$ cat src/rtl/prt_pkg.sv
// shared codes and types of the protected region table
`default_nettype none
package prt_pkg;

  localparam int unsigned AddrW = 32;
  localparam int unsigned UsedW = 5;

  // request codes
  localparam logic [1:0] REQ_ADD    = 2'd0;
  localparam logic [1:0] REQ_REMOVE = 2'd1;
  localparam logic [1:0] REQ_CHECK  = 2'd2;

  // status codes
  localparam logic [1:0] ST_OK      = 2'd0;
  localparam logic [1:0] ST_FULL    = 2'd1;
  localparam logic [1:0] ST_OVERLAP = 2'd2;
  localparam logic [1:0] ST_WRAP    = 2'd3;

  // broadcast control from the sequencer to every slot
  typedef struct packed {
    logic       load;     // evaluate the test selected by test into the mark
    logic [1:0] test;     // request code that picks the test
    logic       scan;     // marks move one slot toward slot zero
    logic       compact;  // slots at and after the first marked one take their neighbor
  } slot_ctrl_t;

endpackage
`default_nettype wire

$ cat src/rtl/prt_slot.sv
// one table slot: region storage, range tests and a mark bit shared with its neighbors
`default_nettype none
module prt_slot (
  input  wire logic                     clk_i,
  input  wire logic                     rst_ni,
  input  wire prt_pkg::slot_ctrl_t      ctrl_i,
  input  wire logic                     valid_i,
  input  wire logic                     write_i,
  input  wire logic [prt_pkg::AddrW-1:0] start_i,
  input  wire logic [prt_pkg::AddrW-1:0] size_i,
  input  wire logic [prt_pkg::AddrW:0]   stop_i,
  input  wire logic [prt_pkg::AddrW-1:0] nb_base_i,
  input  wire logic [prt_pkg::AddrW-1:0] nb_length_i,
  input  wire logic                     nb_mark_i,
  input  wire logic                     seen_i,
  output logic [prt_pkg::AddrW-1:0]      base_o,
  output logic [prt_pkg::AddrW-1:0]      length_o,
  output logic                          mark_o,
  output logic                          seen_o
);
  import prt_pkg::*;

  logic [AddrW-1:0] base_q, base_d;
  logic [AddrW-1:0] length_q, length_d;
  logic             mark_q, mark_d;
  logic [AddrW:0]   end_w;
  logic [AddrW:0]   start_x;
  logic [AddrW:0]   base_x;
  logic             contain_w, inside_w, overlap_w, test_w, shift_w;

  assign end_w   = {1'b0, base_q} + {1'b0, length_q};
  assign start_x = {1'b0, start_i};
  assign base_x  = {1'b0, base_q};

  assign contain_w = (start_i >= base_q) && (stop_i <= end_w);
  assign inside_w  = (start_i <= base_q) && (stop_i >= end_w);
  assign overlap_w = (start_x < end_w) && (stop_i > base_x);

  // a slot moves once any slot up to and including it is marked
  assign shift_w = seen_i | mark_q;
  assign seen_o  = shift_w;

  always_comb begin
    case (ctrl_i.test)
      REQ_ADD:    test_w = contain_w;
      REQ_REMOVE: test_w = inside_w;
      REQ_CHECK:  test_w = overlap_w;
      default:    test_w = 1'b0;
    endcase
  end

  always_comb begin
    mark_d = mark_q;
    if (ctrl_i.load) begin
      mark_d = valid_i & test_w;
    end else if (ctrl_i.scan || (ctrl_i.compact && shift_w)) begin
      mark_d = nb_mark_i;
    end
  end

  always_comb begin
    base_d   = base_q;
    length_d = length_q;
    if (write_i) begin
      base_d   = start_i;
      length_d = size_i;
    end else if (ctrl_i.compact && shift_w) begin
      base_d   = nb_base_i;
      length_d = nb_length_i;
    end
  end

  always_ff @(posedge clk_i or negedge rst_ni) begin
    if (!rst_ni) begin
      mark_q <= 1'b0;
    end else begin
      mark_q <= mark_d;
    end
  end

  always_ff @(posedge clk_i) begin
    base_q   <= base_d;
    length_q <= length_d;
  end

  assign base_o   = base_q;
  assign length_o = length_q;
  assign mark_o   = mark_q;

endmodule
`default_nettype wire

$ cat config.mk
export PLATFORM = sky130hd
export DESIGN_NAME = prt_slot
export DESIGN_NICKNAME = d
export VERILOG_FILES = /design/src/rtl/prt_pkg.sv /design/src/rtl/prt_slot.sv
export SDC_FILE = /design/constraint.sdc
export NUM_CORES = 1
export LEC_CHECK = 0
export BUFFER_PORTS_ARGS = -buffer_cell sky130_fd_sc_hd__buf_4
export CAP_MARGIN = 20
export CORE_MARGIN = 3
export CORE_UTILIZATION = 30
export CTS_BUF_LIST = sky130_fd_sc_hd__clkbuf_2 sky130_fd_sc_hd__clkbuf_4 sky130_fd_sc_hd__clkbuf_8
export DETAILED_ROUTE_END_ITERATION = 8
export PLACE_DENSITY = 0.54
export SETUP_SLACK_MARGIN = 0.02
export SLEW_MARGIN = 30
export SYNTH_ARGS = -nofsm -noshare
export SYNTH_HDL_FRONTEND = slang
export SYNTH_SLANG_ARGS = --single-unit
$ cat constraint.sdc
create_clock -name clk_i -period 4.3 [get_ports clk_i]
set_clock_uncertainty 0.05 [all_clocks]
set_input_delay 0.215 -clock clk_i [delete_from_list [all_inputs] [get_ports clk_i]]
set_output_delay 0.215 -clock clk_i [all_outputs]
set_load 0.01 [all_outputs]
Word level (Yosys, flattened, before mapping)
Index checks and enable logic that the tools add are counted.

Reductions and logical operators: 8. Magnitude comparators: 6. Multiplexer cells: 7. Equality and inequality tests: 2. Bitwise logic cells: 2. $add $sub $neg: 1.

Operators by type and width (number): 32-bit 2-to-1 mux (4); 32-bit by 32-bit adder with 33-bit output (1); 33-bit >= comparator (1); 33-bit by 32-bit greater-than comparator with 1-bit output (1); 33-bit <= comparator (1); 32-bit by 33-bit < comparator with 1-bit output (1); 32-bit >= comparator (1); 32-bit <= comparator (1); 1-bit logical AND (4); 2-bit nonzero test (2); 1-bit one-hot mux with 3 select lines (1); 2-bit by 1-bit equality test with 1-bit output (second input constant) (1); 2-bit equality test (second input constant) (1); 2-bit logical NOT (1); 1-bit 2-to-1 mux (2); 1-bit bitwise AND (1); 1-bit logical OR (1); 1-bit bitwise OR (1).

Flip-flop bits (word level): 65. Word-level logic and storage cells: 29. Input bits: 172. Output and inout port bits: 66.

Depth between registers and ports, before layout
Gate-level depths: netlist (run 1).

Depth in word-level cells: 6. Depth in mapped cells: 21. Depth with buffers taken out: 21.

Worst setup path after synthesis (run 1)
No wires, ideal clock.

Path type: register to register. Start: register base_q[0] (netlist: base_o[0]). End: register mark_q (netlist: mark_o). Buffers on the path: 0. Path slack: -0.235 ns. Arrival: 4.402 ns. Stages on the path, launching flop included: 21. Path through: edfxtp_1 > ha_1 > fa_1 > a21o_1 > a221oi_2 > a21oi_2 > a211oi_2 > o31ai_1 > a21o_1 > a21o_1 > a21oi_1 > xor2_1 > ha_1 > and4_1 > nand2_1 > nor3_1 > or2b_1 > mux2_4 > o311ai_0 > mux2i_1 > o22ai_1.

Longest elaborated chain between the ends: 6.

RTL lines: start, declared (RTL line prt_slot.sv:23) `logic [AddrW-1:0] base_q, base_d;`; start signal, assigned (RTL line prt_slot.sv:82) `base_q <= base_d;`; 32-bit by 32-bit adder with 33-bit output (RTL line prt_slot.sv:31) `assign end_w = {1'b0, base_q} + {1'b0, length_q};`; 32-bit by 33-bit < comparator with 1-bit output (tied with other cells) (RTL line prt_slot.sv:37) `assign overlap_w = (start_x < end_w) && (stop_i > base_x);`; 1-bit logical AND, on equally long branches (RTL line prt_slot.sv:37, prt_slot.sv:35, prt_slot.sv:36); 1-bit one-hot mux with 3 select lines * (RTL line prt_slot.sv:44) `case (ctrl_i.test)`; 1-bit bitwise AND * (RTL line prt_slot.sv:55) `mark_d = valid_i & test_w;`; 1-bit 2-to-1 mux * (RTL line prt_slot.sv:54) `if (ctrl_i.load) begin`; end signal, assigned (RTL line prt_slot.sv:77) `mark_q <= mark_d;`; end, declared (RTL line prt_slot.sv:25) `logic mark_q, mark_d;`.

Every way passes the cells marked *; elsewhere a longest branch is shown, timed or not. A chain may end at the register's enable or synchronous reset.

Worst setup path after layout (run 1)
Start: register length_q[0] (netlist: length_o[0]). End: register mark_q (netlist: mark_o).

Longest elaborated chain between the ends: 6.

RTL lines: start, declared (RTL line prt_slot.sv:24) `logic [AddrW-1:0] length_q, length_d;`; start signal, assigned (RTL line prt_slot.sv:83) `length_q <= length_d;`; 32-bit by 32-bit adder with 33-bit output * (RTL line prt_slot.sv:31); 32-bit by 33-bit < comparator with 1-bit output (tied with other cells) (RTL line prt_slot.sv:37); 1-bit logical AND, on equally long branches (RTL line prt_slot.sv:37, prt_slot.sv:35, prt_slot.sv:36); 1-bit one-hot mux with 3 select lines * (RTL line prt_slot.sv:44); 1-bit bitwise AND * (RTL line prt_slot.sv:55); 1-bit 2-to-1 mux * (RTL line prt_slot.sv:54).

Marked as above.

==> run summary, run 1 <==
Detailed Route WL: 24.0 mm
Most area-consuming cells after synthesis: ha_1, edfxtp_1, mux2_2
Lkg Pwr: 5.21 nW
Number of max-slew violations in the final report: 0
Gate power share: 57.8%
Pin count of the biggest net entering global routing: 65
Worst slack on hold paths: 0.0871 ns
Total of endpoints with negative setup slack in the final report: 1
Sw Share: 37.7%
Clock input transition at the sequential cells of the worst setup and hold paths: 0.09 ns
Final cell area excluding filler cells: 0.0107 mm2
Number of standard-cell rows in the floorplan: 56
Share of synthesized registers carrying an async set or reset: 1.54%
Proportion of layout cells with a drive suffix above 1: 43.7%
Worst-path fanout max: 3
Reg2reg setup slack: -0.25 ns
Total Neg Setup Slack: -0.252 ns
Count of pins on the block boundary: 238
Internal cell power: 2.09 mW
Pre-CTS setup slack: -0.374 ns
Number of design rule violations left after detail routing: 0
Critical path start-end classification: reg -> reg
Minimum period implied by the final worst setup slack: 4.55 ns
Max-Cap Viols: 0
Number of distinct library cells after synthesis: 69
First-pass GRT wire length: 36.9 mm
DRC marker count from the first detailed-route iteration: 253
Type of element launching the critical path: register
TritonRoute pass-1 iters: 6
Clock sink count: 65
Synthesized net count: 1046
Final RePlAce weighted congestion: 0.882
Floorplan die area: 0.0264 mm2
Floorplan die height: 162 um
Violated checks: setup timing
Syn Inst Count: 717
Most frequent cells after synthesis: ha_1, edfxtp_1, mux2_2
Class of the worst hold path: in -> reg
Longest Clk Path Bufs: 2
Final number of hold-violating endpoints: 0
Die W: 162 um
Worst-case vdd ir drop: 0.137 mV
Total placed instance area: 0.0103 mm2
Cell type with the largest total area after synthesis: ha_1
PD cells: 314 mW/mm2
Yosys top cell area share: 26.6%
Average wire length per cell after detail routing: 17.2 um
Antenna violations before repair: 0
Worst skew pair latency: 0.37 ns
Via density per instance: 4.89
Switching component of the power: 1.27 mW
Clock power share: 17.8%
Level count of the clock H-tree: 3
Library cell with the highest instance count after synthesis: ha_1
CTS tree: yes
Worst setup slack after layout: -0.252 ns
Final Core Density: 45.1%
Slew at the pin closest to its max-slew limit: 0.852 ns
Final global-route overflow total: 0
Number of buffers created by CTS: 9
Crit path arrival time: 4.80 ns
Max-slew headroom: 43.2%
Ratio of final minimum period to clock period: 106%
Core box area: 0.0238 mm2
Post-Synthesis Cell Area: 0.00733 mm2
Average cell area after synthesis: 10.2 um2
PortBufs: 237
Overall via count from detail_route: 6832
Endpoint kind of the worst setup timing path: register
Data required time at the worst endpoint: 4.55 ns
Primary FF master, synth: edfxtp_1
Total number of yosys warnings: 0
Peak clock frequency supported by timing: 220 MHz
Fill cell count: 2358
Portion of total power attributed to sequential cells: 24.4%
Initial standard-cell utilization of the core: 30.9%
Residual antenna-violating net count after detailed routing: 0
Fraction of the yosys area taken by sequential cells: 26.5%
Vias in the first global route: 7101
Synthesis-to-layout area growth: 45.9%
Synth Register Bits: 65
Half-perimeter wire length after detailed placement: 20.3 mm
Net count reported at finish: 1400
Outcome: finished with violations
Setup repair after global routing missed its margin: yes
Number of flops mapped to enable cells by yosys: 64
Clock root buffer master: clkbuf_8
Total global-route track usage: 17.8%
-- sequential cells by signal (all words and copies together) (netlist names) --
register and flops:
base_o 32, length_o 32, mark_o 1
-- stage by stage --
step	total power [mW]	std cells
3_5_place_dp	2.70	1368
2_1_floorplan	1.91	717
4_1_cts	3.36	1389
6_report	3.36	1396
3_3_place_gp	2.69	1368
5_1_grt	3.64	1395
-- cells in the final DEF (no fill, tap or decap), drive strengths merged, types with 4 or more instances in the layout --
cell type  instances
xnor2             13
inv               47
o21ai             26
nor2b             11
o31ai              6
nand2             25
ha               156
a21oi             61
and3               6
buf              349
and4               6
o21a              12
a41oi              5
o21bai             6
a21o              46
nor2              29
nand4             22
nand3             12
clkinv             4
edfxtp            64
mux2              65
o311ai             4
and2               6
o211ai             5
xor2              16
clkbuf             9
nor3               6
a211oi             9
-- path summary, 6_finish.rpt --
path | cells after the start | from | endpoint
max in group asynchronous | 2 | rst_ni | mark_o$_DFFE_PN0P_
max reg2reg | 19 | length_o[0]$_DFFE_PP_ | mark_o$_DFFE_PN0P_
min reg2reg | 4 | mark_o$_DFFE_PN0P_ | mark_o$_DFFE_PN0P_
max | 19 | length_o[0]$_DFFE_PP_ | mark_o$_DFFE_PN0P_
min | 2 | nb_length_i[12] | length_o[12]$_DFFE_PP_
min in group asynchronous | 2 | rst_ni | mark_o$_DFFE_PN0P_
-- critical path, cell delays in order, from the launching register on --
cell and delay (ns):
edfxtp_1 0.40, ha_2 0.21, fa_2 0.35, a21o_1 0.20
a221oi_2 0.31, a21oi_2 0.15, a211oi_2 0.33, buf_4 0.18
o31ai_2 0.09, or2_1 0.28, a41oi_2 0.19, xor2_2 0.11
ha_1 0.30, nand4_1 0.12, nor3_2 0.24, or2b_1 0.24
mux2_4 0.29, o311ai_4 0.22, mux2i_1 0.10, o22ai_1 0.12
-- final cells by class --
| class | count | area (um2) | share of cell area (%) |
|---|---|---|---|
| diodes | 1 | 2.50 | 0.0234 |
| clock buffers | 9 | 124 | 1.16 |
| clock inverters | 7 | 85.1 | 0.795 |
| inverters | 47 | 176 | 1.65 |
| multi-input cells | 598 | 5340 | 49.9 |
| flip-flops and latches | 65 | 1950 | 18.2 |
| well taps | 319 | 399 | 3.73 |
| repair buffers | 350 | 2630 | 24.6 |
-- metal layers --
metal | part of all wire [%] | up-vias | global-route usage (%)
met1 | 45 | 3157 | 23.3
met4 | 1.1 | 0 | 3.37
met5 | 0 | - | 0
li1 | - | 3502 | -
met2 | 48 | 159 | 30.1
met3 | 6.2 | 14 | 4.43
-- timing repair --
item,CTS,global route
endpoints found under the setup margin,1,1
setup buffers,4,6
hold buffers,1,0
gates cloned,0,0
pin swaps,21,25
hold endpoints to repair,1,0
resized for setup,12,10
-- logic make-up (layout without fill, tap and decap cells) --
group | Yosys count | count (layout) | share of synthesized area (%)
multiplexers | 66 | 66 | 10.2
AND/OR/NAND/NOR | 139 | 139 | 10.1
flip-flops | 65 | 65 | 26.5
AO/OA/AOI/OAI | 205 | 205 | 19.4
XOR/XNOR | 31 | 31 | 4.13
adder cells (fa/ha/maj) | 157 | 157 | 26.9
other | 0 | 1 | 0
buffers and inverters | 54 | 413 | 2.76
-- power groups by stage --
stage,registers (mW),logic (mW),clock network (mW)
final,0.820,1.94,0.598
after global routing,0.829,2.18,0.637
after CTS,0.821,1.91,0.622
after detailed placement,0.834,1.87,0
after global placement,0.832,1.85,0
after floorplan,0.856,1.05,0
Note: power is estimated with default switching activity, not from simulation.
==> run 2: changes to the inputs <==
- CTS_BUF_LIST: sky130_fd_sc_hd__clkbuf_2 sky130_fd_sc_hd__clkbuf_4 sky130_fd_sc_hd__clkbuf_8 -> sky130_fd_sc_hd__clkbuf_4 sky130_fd_sc_hd__clkbuf_8 sky130_fd_sc_hd__clkbuf_16
==> run 2 against run 1 <==
  * The run still ends with setup timing left
  * Register-to-register slack worse by 0.09 ns
  * Cell area is 1.7% higher
  * Critical path depth is 2 higher
  * Hold slack better by 0.026 ns
  * Sequential power hardly changed
  * Maximum frequency is 2.0% lower
  * First-iteration DRC count is 7.1% higher
  * Sequential share of layout area is 0.30 points lower
  * Largest cell class unchanged
==> run summary, run 2 (synthesis gave the netlist of run 1 again) <==
Count of pins on the block boundary: 238 (unchanged)
Die W: 162 um (unchanged)
Leading cell types in the layout, fill and taps excluded: buf_4, ha_1, mux2_2, edfxtp_1, a21oi_1 (unchanged)
Detailed Route WL: 24.1 mm (was 24.0 mm)
Switching component of the power: 1.31 mW (was 1.27 mW)
Crit path arrival time: 4.87 ns (was 4.80 ns)
Clock root buffer master: clkbuf_16 (was clkbuf_8)
Max stage delay on crit path: 0.40 ns (about the same)
Final RePlAce weighted congestion: 0.882 (unchanged)
Vias in the first global route: 7115 (was 7101)
Pin count of the biggest net entering global routing: 65 (unchanged)
Net count reported at finish: 1405 (was 1400)
Overall via count from detail_route: 6879 (was 6832)
Endpoint kind of the worst setup timing path: register (unchanged)
Number of standard-cell rows in the floorplan: 56 (unchanged)
Most common cell after layout, fill and taps aside: buf_4 (unchanged)
Clock power share: 22.3% (was 17.8%)
Average wire length per cell after detail routing: 17.2 um (about the same)
Floorplan die height: 162 um (unchanged)
Pre-CTS setup slack: -0.374 ns (unchanged)
Portion of total power attributed to sequential cells: 22.7% (was 24.4%)
Worst-path fanout max: 3 (unchanged)
Gate power share: 55.0% (was 57.8%)
Worst skew pair latency: 0.35 ns (was 0.37 ns)
Clock sink count: 65 (unchanged)
Clock input transition at the sequential cells of the worst setup and hold paths: 0.07 ns (was 0.09 ns)
Data required time at the worst endpoint: 4.52 ns (was 4.55 ns)
Proportion of layout cells with a drive suffix above 1: 44.3% (was 43.7%)
Number of max-slew violations in the final report: 0 (unchanged)
Lkg Pwr: 5.32 nW (was 5.21 nW)
Longest Clk Path Bufs: 2 (unchanged)
Violated checks: setup timing (unchanged)
Number of design rule violations left after detail routing: 0 (unchanged)
Worst-case vdd ir drop: 0.167 mV (was 0.137 mV)
Number of buffers created by CTS: 9 (unchanged)
Type of element launching the critical path: register (unchanged)
Slowest stage cell, crit path: edfxtp_1 (unchanged)
Slew at the pin closest to its max-slew limit: 0.846 ns (was 0.852 ns)
Worst slack on hold paths: 0.113 ns (was 0.0871 ns)
Setup repair after global routing missed its margin: yes (unchanged)
Worst hold path stage count: 2 (unchanged)
Total of endpoints with negative setup slack in the final report: 1 (unchanged)
PD cells: 332 mW/mm2 (was 314 mW/mm2)
Antenna violations before repair: 0 (unchanged)
TritonRoute pass-1 iters: 4 (was 6)
First-pass GRT wire length: 37.0 mm (was 36.9 mm)
Total global-route track usage: 17.9% (was 17.8%)
Level count of the clock H-tree: 3 (unchanged)
Class of the worst hold path: in -> reg (unchanged)
Max-Cap Viols: 0 (unchanged)
Critical path start-end classification: reg -> reg (unchanged)
Peak clock frequency supported by timing: 215 MHz (was 220 MHz)
Residual antenna-violating net count after detailed routing: 0 (unchanged)
Number of gates on the worst path with buffers counted: 21 (was 19)
Cell class contributing the biggest share of worst-path delay: compound AO/OA/AOI/OAI gates (unchanged)
Series of cell instances along the critical path: ha_2 -> fa_2 -> a21o_1 -> a221oi_2 -> a21oi_2 -> a211oi_2 -> buf_4 -> o31ai_2 -> a21o_1 -> a21o_1 -> a21oi_2 -> xor2_2 -> ha_1 -> and4_4 -> nand2_4 -> nor3_4 -> or2b_1 -> mux2_4 -> o311ai_4 -> mux2i_1 -> o22ai_1 (was ha_2 -> fa_2 -> a21o_1 -> a221oi_2 -> a21oi_2 -> a211oi_2 -> buf_4 -> o31ai_2 -> or2_1 -> a41oi_2 -> xor2_2 -> ha_1 -> nand4_1 -> nor3_2 -> or2b_1 -> mux2_4 -> o311ai_4 -> mux2i_1 -> o22ai_1)
Buffer and inverter count on the worst path: 1 (unchanged)
Worst setup slack after layout: -0.347 ns (was -0.252 ns)
Core box area: 0.0238 mm2 (unchanged)
Start point of the critical path: length_o[0]$_DFFE_PP_ (unchanged)
Depth of the most critical reg-to-reg path: 21 (was 19)
Final number of hold-violating endpoints: 0 (unchanged)
CTS tree: yes (unchanged)
Ratio of final minimum period to clock period: 108% (was 106%)
Fill cell count: 2341 (was 2358)
Critical path's most frequent cell: a21o_1
Half-perimeter wire length after detailed placement: 20.3 mm (unchanged)
Floorplan die area: 0.0264 mm2 (unchanged)
Outcome: finished with violations (unchanged)
PortBufs: 237 (unchanged)
DRC marker count from the first detailed-route iteration: 271 (was 253)
Max-slew headroom: 43.6% (was 43.2%)
Hold path startpoint: nb_length_i[12] (unchanged)
Minimum period implied by the final worst setup slack: 4.65 ns (was 4.55 ns)
Area of combinational cells with multiple inputs: 0.00538 mm2 (was 0.00534 mm2)
Internal cell power: 2.30 mW (was 2.09 mW)
Final global-route overflow total: 0 (unchanged)
Synthesis-to-layout area growth: 48.4% (was 45.9%)
Worst r2r src: length_o[0]$_DFFE_PP_ (unchanged)
Via density per instance: 4.91 (was 4.89)
Initial standard-cell utilization of the core: 30.9% (unchanged)
Footprint of the flip-flops and latches: 0.00195 mm2 (unchanged)
Sw Share: 36.3% (was 37.7%)
## run 2: cell count changes in the layout (fill, tap and decap cells not counted), sizes merged
cell / delta
buf: +5
## run 2: path summary, 6_finish.rpt
check | endpoint | slack, ns
max reg2reg | mark_o$_DFFE_PN0P_ | -0.35
min | length_o[12]$_DFFE_PP_ | 0.11
min reg2reg | mark_o$_DFFE_PN0P_ | 0.87
min in group asynchronous | mark_o$_DFFE_PN0P_ | 0.14
max in group asynchronous | mark_o$_DFFE_PN0P_ | 3.97
max | mark_o$_DFFE_PN0P_ | -0.35
## run 2: per-layer routing
| layer | vias up | track usage (%) | wire length (um) |
|---|---|---|---|
| li1 | 3517 | - | - |
| met3 | 13 | 4.58 | 1470 |
| met4 | 0 | 3.37 | 223 |
| met1 | 3194 | 23.3 | 10900 |
| met5 | - | 0 | 0 |
| met2 | 155 | 30.1 | 11500 |
## run 2: final cells by class
type                       count  area share (%)
clock inverter                 7           0.782
clock buffer                   9            2.07
timing repair buffer         355            24.5
antenna                        1          0.0230
tap                          319            3.67
inverter                      47            1.62
sequential                    65            17.9
multi-input combinational    598            49.4
## run 2: power by group through the flow
stage / logic (mW) / registers [mW] / clock network [mW]
floorplan: 1.05 / 0.856 / 0
global placement: 1.85 / 0.832 / 0
detailed placement: 1.87 / 0.834 / 0
CTS: 1.94 / 0.822 / 0.827
global route: 2.23 / 0.830 / 0.843
finish: 1.99 / 0.821 / 0.806
## run 2: what timing repair did
| action | in CTS | in global routing |
|---|---|---|
| resized for setup | 16 | 16 |
| setup endpoints to repair | 1 | 1 |
| pin swaps | 28 | 29 |
| hold buffers | 1 | 0 |
| buffers inserted | 9 | 7 |
| endpoints found under the hold margin | 1 | 0 |
## run 2: metrics by stage
stage | std cells | setup TNS, ns | power [mW] | area, um2 | util [%]
floorplan | 717 | -0.0472 | 1.91 | 7350 | -
global placement | 1368 | -0.260 | 2.69 | 10300 | 43.3
detailed placement | 1368 | -0.374 | 2.70 | 10300 | 43.3
CTS | 1394 | -0.208 | 3.59 | 10700 | 45.2
global route | 1400 | -0.619 | 3.90 | 10900 | 45.8
finish | 1401 | -0.347 | 3.62 | 10900 | 45.8
==> run 3: changes to the inputs <==
- CORE_UTILIZATION: 30 -> 48
- PLACE_DENSITY: 0.54 -> 0.79
==> run 3 against run 2 <==
  * Count of clock-buffer cells in the layout increased by 1
  * Sequential share of layout area increased by 0.60 points
  * The flow still finishes with violations (setup timing)
  * Cell area decreased by 3.3%
  * Critical path depth decreased by 2
  * Hold slack improved by 0.0030 ns
  * Combinational power decreased by 4%
==> run summary, run 3 (synthesis gave the netlist of run 1 again) <==
Floorplan die area: 0.0168 mm2 (was 0.0264 mm2)
Buffer and inverter count on the worst path: 1 (unchanged)
Vias in the first global route: 7195 (was 7115)
Total global-route track usage: 26.7% (was 17.9%)
Met3 track utilization from global routing: 6.14% (was 4.58%)
Average wire length per cell after detail routing: 18.2 um (was 17.2 um)
Leading cell types in the layout, fill and taps excluded: buf_4, ha_1, mux2_2, edfxtp_1, a21oi_1 (unchanged)
Max-Cap Viols: 0 (unchanged)
Setup repair after global routing missed its margin: yes (unchanged)
Non-filler instance count after layout: 1250 (was 1401)
Floorplan die height: 130 um (was 162 um)
CTS tree: yes (unchanged)
Critical path start-end classification: reg -> reg (unchanged)
Ratio of final minimum period to clock period: 109% (was 108%)
Final cell area excluding filler cells: 0.0105 mm2 (was 0.0109 mm2)
Antenna diode count: 0 (was 1)
Number of design rule violations left after detail routing: 0 (unchanged)
Worst-case vdd ir drop: 0.279 mV (was 0.167 mV)
Peak clock frequency supported by timing: 214 MHz (was 215 MHz)
Lkg Pwr: 5.23 nW (was 5.32 nW)
Count of pins on the block boundary: 238 (unchanged)
Slew at the pin closest to its max-slew limit: 0.814 ns (was 0.846 ns)
Violated checks: setup timing (unchanged)
Pin count of the biggest net entering global routing: 65 (unchanged)
Overall via count from detail_route: 7069 (was 6879)
PD cells: 330 mW/mm2 (was 332 mW/mm2)
Worst skew pair latency: 0.35 ns (about the same)
PortBufs: 237 (unchanged)
Crit path arrival time: 4.89 ns (was 4.87 ns)
Half-perimeter wire length after detailed placement: 19.0 mm (was 20.3 mm)
Antenna violations before repair: 0 (unchanged)
Worst-path fanout max: 3 (unchanged)
Clock root buffer master: clkbuf_16 (unchanged)
Outcome: finished with violations (unchanged)
Residual antenna-violating net count after detailed routing: 0 (unchanged)
Initial standard-cell utilization of the core: 49.7% (was 30.9%)
Max stage delay on crit path: 0.42 ns (was 0.40 ns)
Level count of the clock H-tree: 3 (unchanged)
DRC marker count from the first detailed-route iteration: 334 (was 271)
First-pass GRT wire length: 35.2 mm (was 37.0 mm)
Die W: 130 um (was 162 um)
Total placed instance area: 0.0100 mm2 (was 0.0103 mm2)
Net count reported at finish: 1390 (was 1405)
Met2 demand-to-capacity share in global routing: 45.5% (was 30.1%)
Class of the worst hold path: in -> reg (unchanged)
TritonRoute pass-1 iters: 5 (was 4)
Synthesis-to-layout area growth: 43.6% (was 48.4%)
Via density per instance: 5.66 (was 4.91)
Worst setup slack after layout: -0.372 ns (was -0.347 ns)
Minimum period implied by the final worst setup slack: 4.67 ns (was 4.65 ns)
Proportion of layout cells with a drive suffix above 1: 43.2% (was 44.3%)
Met1 GRT Util: 33.3% (was 23.3%)
Total of endpoints with negative setup slack in the final report: 1 (unchanged)
Number of buffers created by CTS: 9 (unchanged)
Final number of hold-violating endpoints: 0 (unchanged)
Number of standard-cell rows in the floorplan: 44 (was 56)
Clock sink count: 65 (unchanged)
Core box area: 0.0148 mm2 (was 0.0238 mm2)
Type of element launching the critical path: register (unchanged)
Final global-route overflow total: 0 (unchanged)
Cell class contributing the biggest share of worst-path delay: compound AO/OA/AOI/OAI gates (unchanged)
Endpoint kind of the worst setup timing path: register (unchanged)
Max-slew headroom: 45.7% (was 43.6%)
Layer with the highest usage after global routing: met2 (unchanged)
Data required time at the worst endpoint: 4.52 ns (about the same)
Number of max-slew violations in the final report: 0 (unchanged)
Most common cell after layout, fill and taps aside: buf_4 (unchanged)
Longest Clk Path Bufs: 2 (unchanged)
Number of placed instances with taps included: 1222 (was 1368)
Series of cell instances along the critical path: ha_2 -> fa_2 -> a21o_1 -> a221oi_2 -> a21oi_2 -> a211oi_2 -> buf_4 -> o31ai_1 -> or2_1 -> a41oi_2 -> xor2_1 -> ha_1 -> nand4_1 -> nor3_4 -> or2b_1 -> mux2_4 -> o311ai_2 -> mux2i_1 -> o22ai_1 (was ha_2 -> fa_2 -> a21o_1 -> a221oi_2 -> a21oi_2 -> a211oi_2 -> buf_4 -> o31ai_2 -> a21o_1 -> a21o_1 -> a21oi_2 -> xor2_2 -> ha_1 -> and4_4 -> nand2_4 -> nor3_4 -> or2b_1 -> mux2_4 -> o311ai_4 -> mux2i_1 -> o22ai_1)
Slowest stage cell, crit path: edfxtp_1 (unchanged)
Clock input transition at the sequential cells of the worst setup and hold paths: 0.06 ns (was 0.07 ns)
Final RePlAce weighted congestion: 0.926 (was 0.882)
Detailed Route WL: 22.7 mm (was 24.1 mm)
run 3: cell types whose count changed in the layout (fill, tap and decap cells not counted), moves of 2 or more:
cell,change
ha_4,-2
buf_4,-15
xor2_1,+2
xor2_2,-2
ha_1,+2
run 3: metrics by stage:
step                      TNS [ns]  setup slack [ns]  power (mW)  hold slack [ns]  utilization [%]
after floorplan            -0.0472           -0.0472        1.91           -0.131                -
after global placement      -0.206            -0.206        2.60          -0.0468             68.0
after detailed placement    -0.347            -0.347        2.64          -0.0448             68.0
after CTS                   -0.260            -0.260        3.45            0.108             70.8
after global routing        -0.554            -0.554        3.73            0.110             71.4
final                       -0.372            -0.372        3.48            0.116             71.4
run 3: metal layers:
layer / wire length [um] / part of all wire (%)
met2: 11000 / 48
met4: 552 / 2.4
met5: 0 / 0
met1: 9490 / 42
met3: 1710 / 7.5
run 3: repair_timing:
action                                  4_1_cts  5_1_grt
hold endpoints to repair                      1        0
pin swaps                                    24       16
gates resized for setup                      14       12
buffers inserted                              8        4
hold buffers                                  1        0
endpoints found under the setup margin        1        1
run 3: layout make-up:
type	count	area [um2]
Clock buffer	10	233
Tap cell	184	230
Multi-Input combinational cell	598	5330
Fill cell	1174	4230
Inverter	47	176
Clock inverter	6	58.8
Sequential cell	65	1950
Timing Repair Buffer	340	2550
run 3: worst paths after layout:
path                                       start                   end  slack, ns  cells past startpoint
max in group asynchronous                 rst_ni    mark_o$_DFFE_PN0P_       3.95                      2
hold / removal                     nb_base_i[10]  base_o[10]$_DFFE_PP_       0.12                      2
hold reg to reg               mark_o$_DFFE_PN0P_    mark_o$_DFFE_PN0P_       0.86                      4
setup reg to reg           length_o[0]$_DFFE_PP_    mark_o$_DFFE_PN0P_      -0.37                     19
min in group asynchronous                 rst_ni    mark_o$_DFFE_PN0P_       0.16                      2
setup / recovery           length_o[0]$_DFFE_PP_    mark_o$_DFFE_PN0P_      -0.37                     19
run 3: where the power goes:
part           internal, mW  switching, mW  leakage [nW]
logic                 0.970          0.946          4.44
clock network         0.451          0.293         0.139
registers             0.776         0.0433         0.655
total                  2.20           1.28          5.23
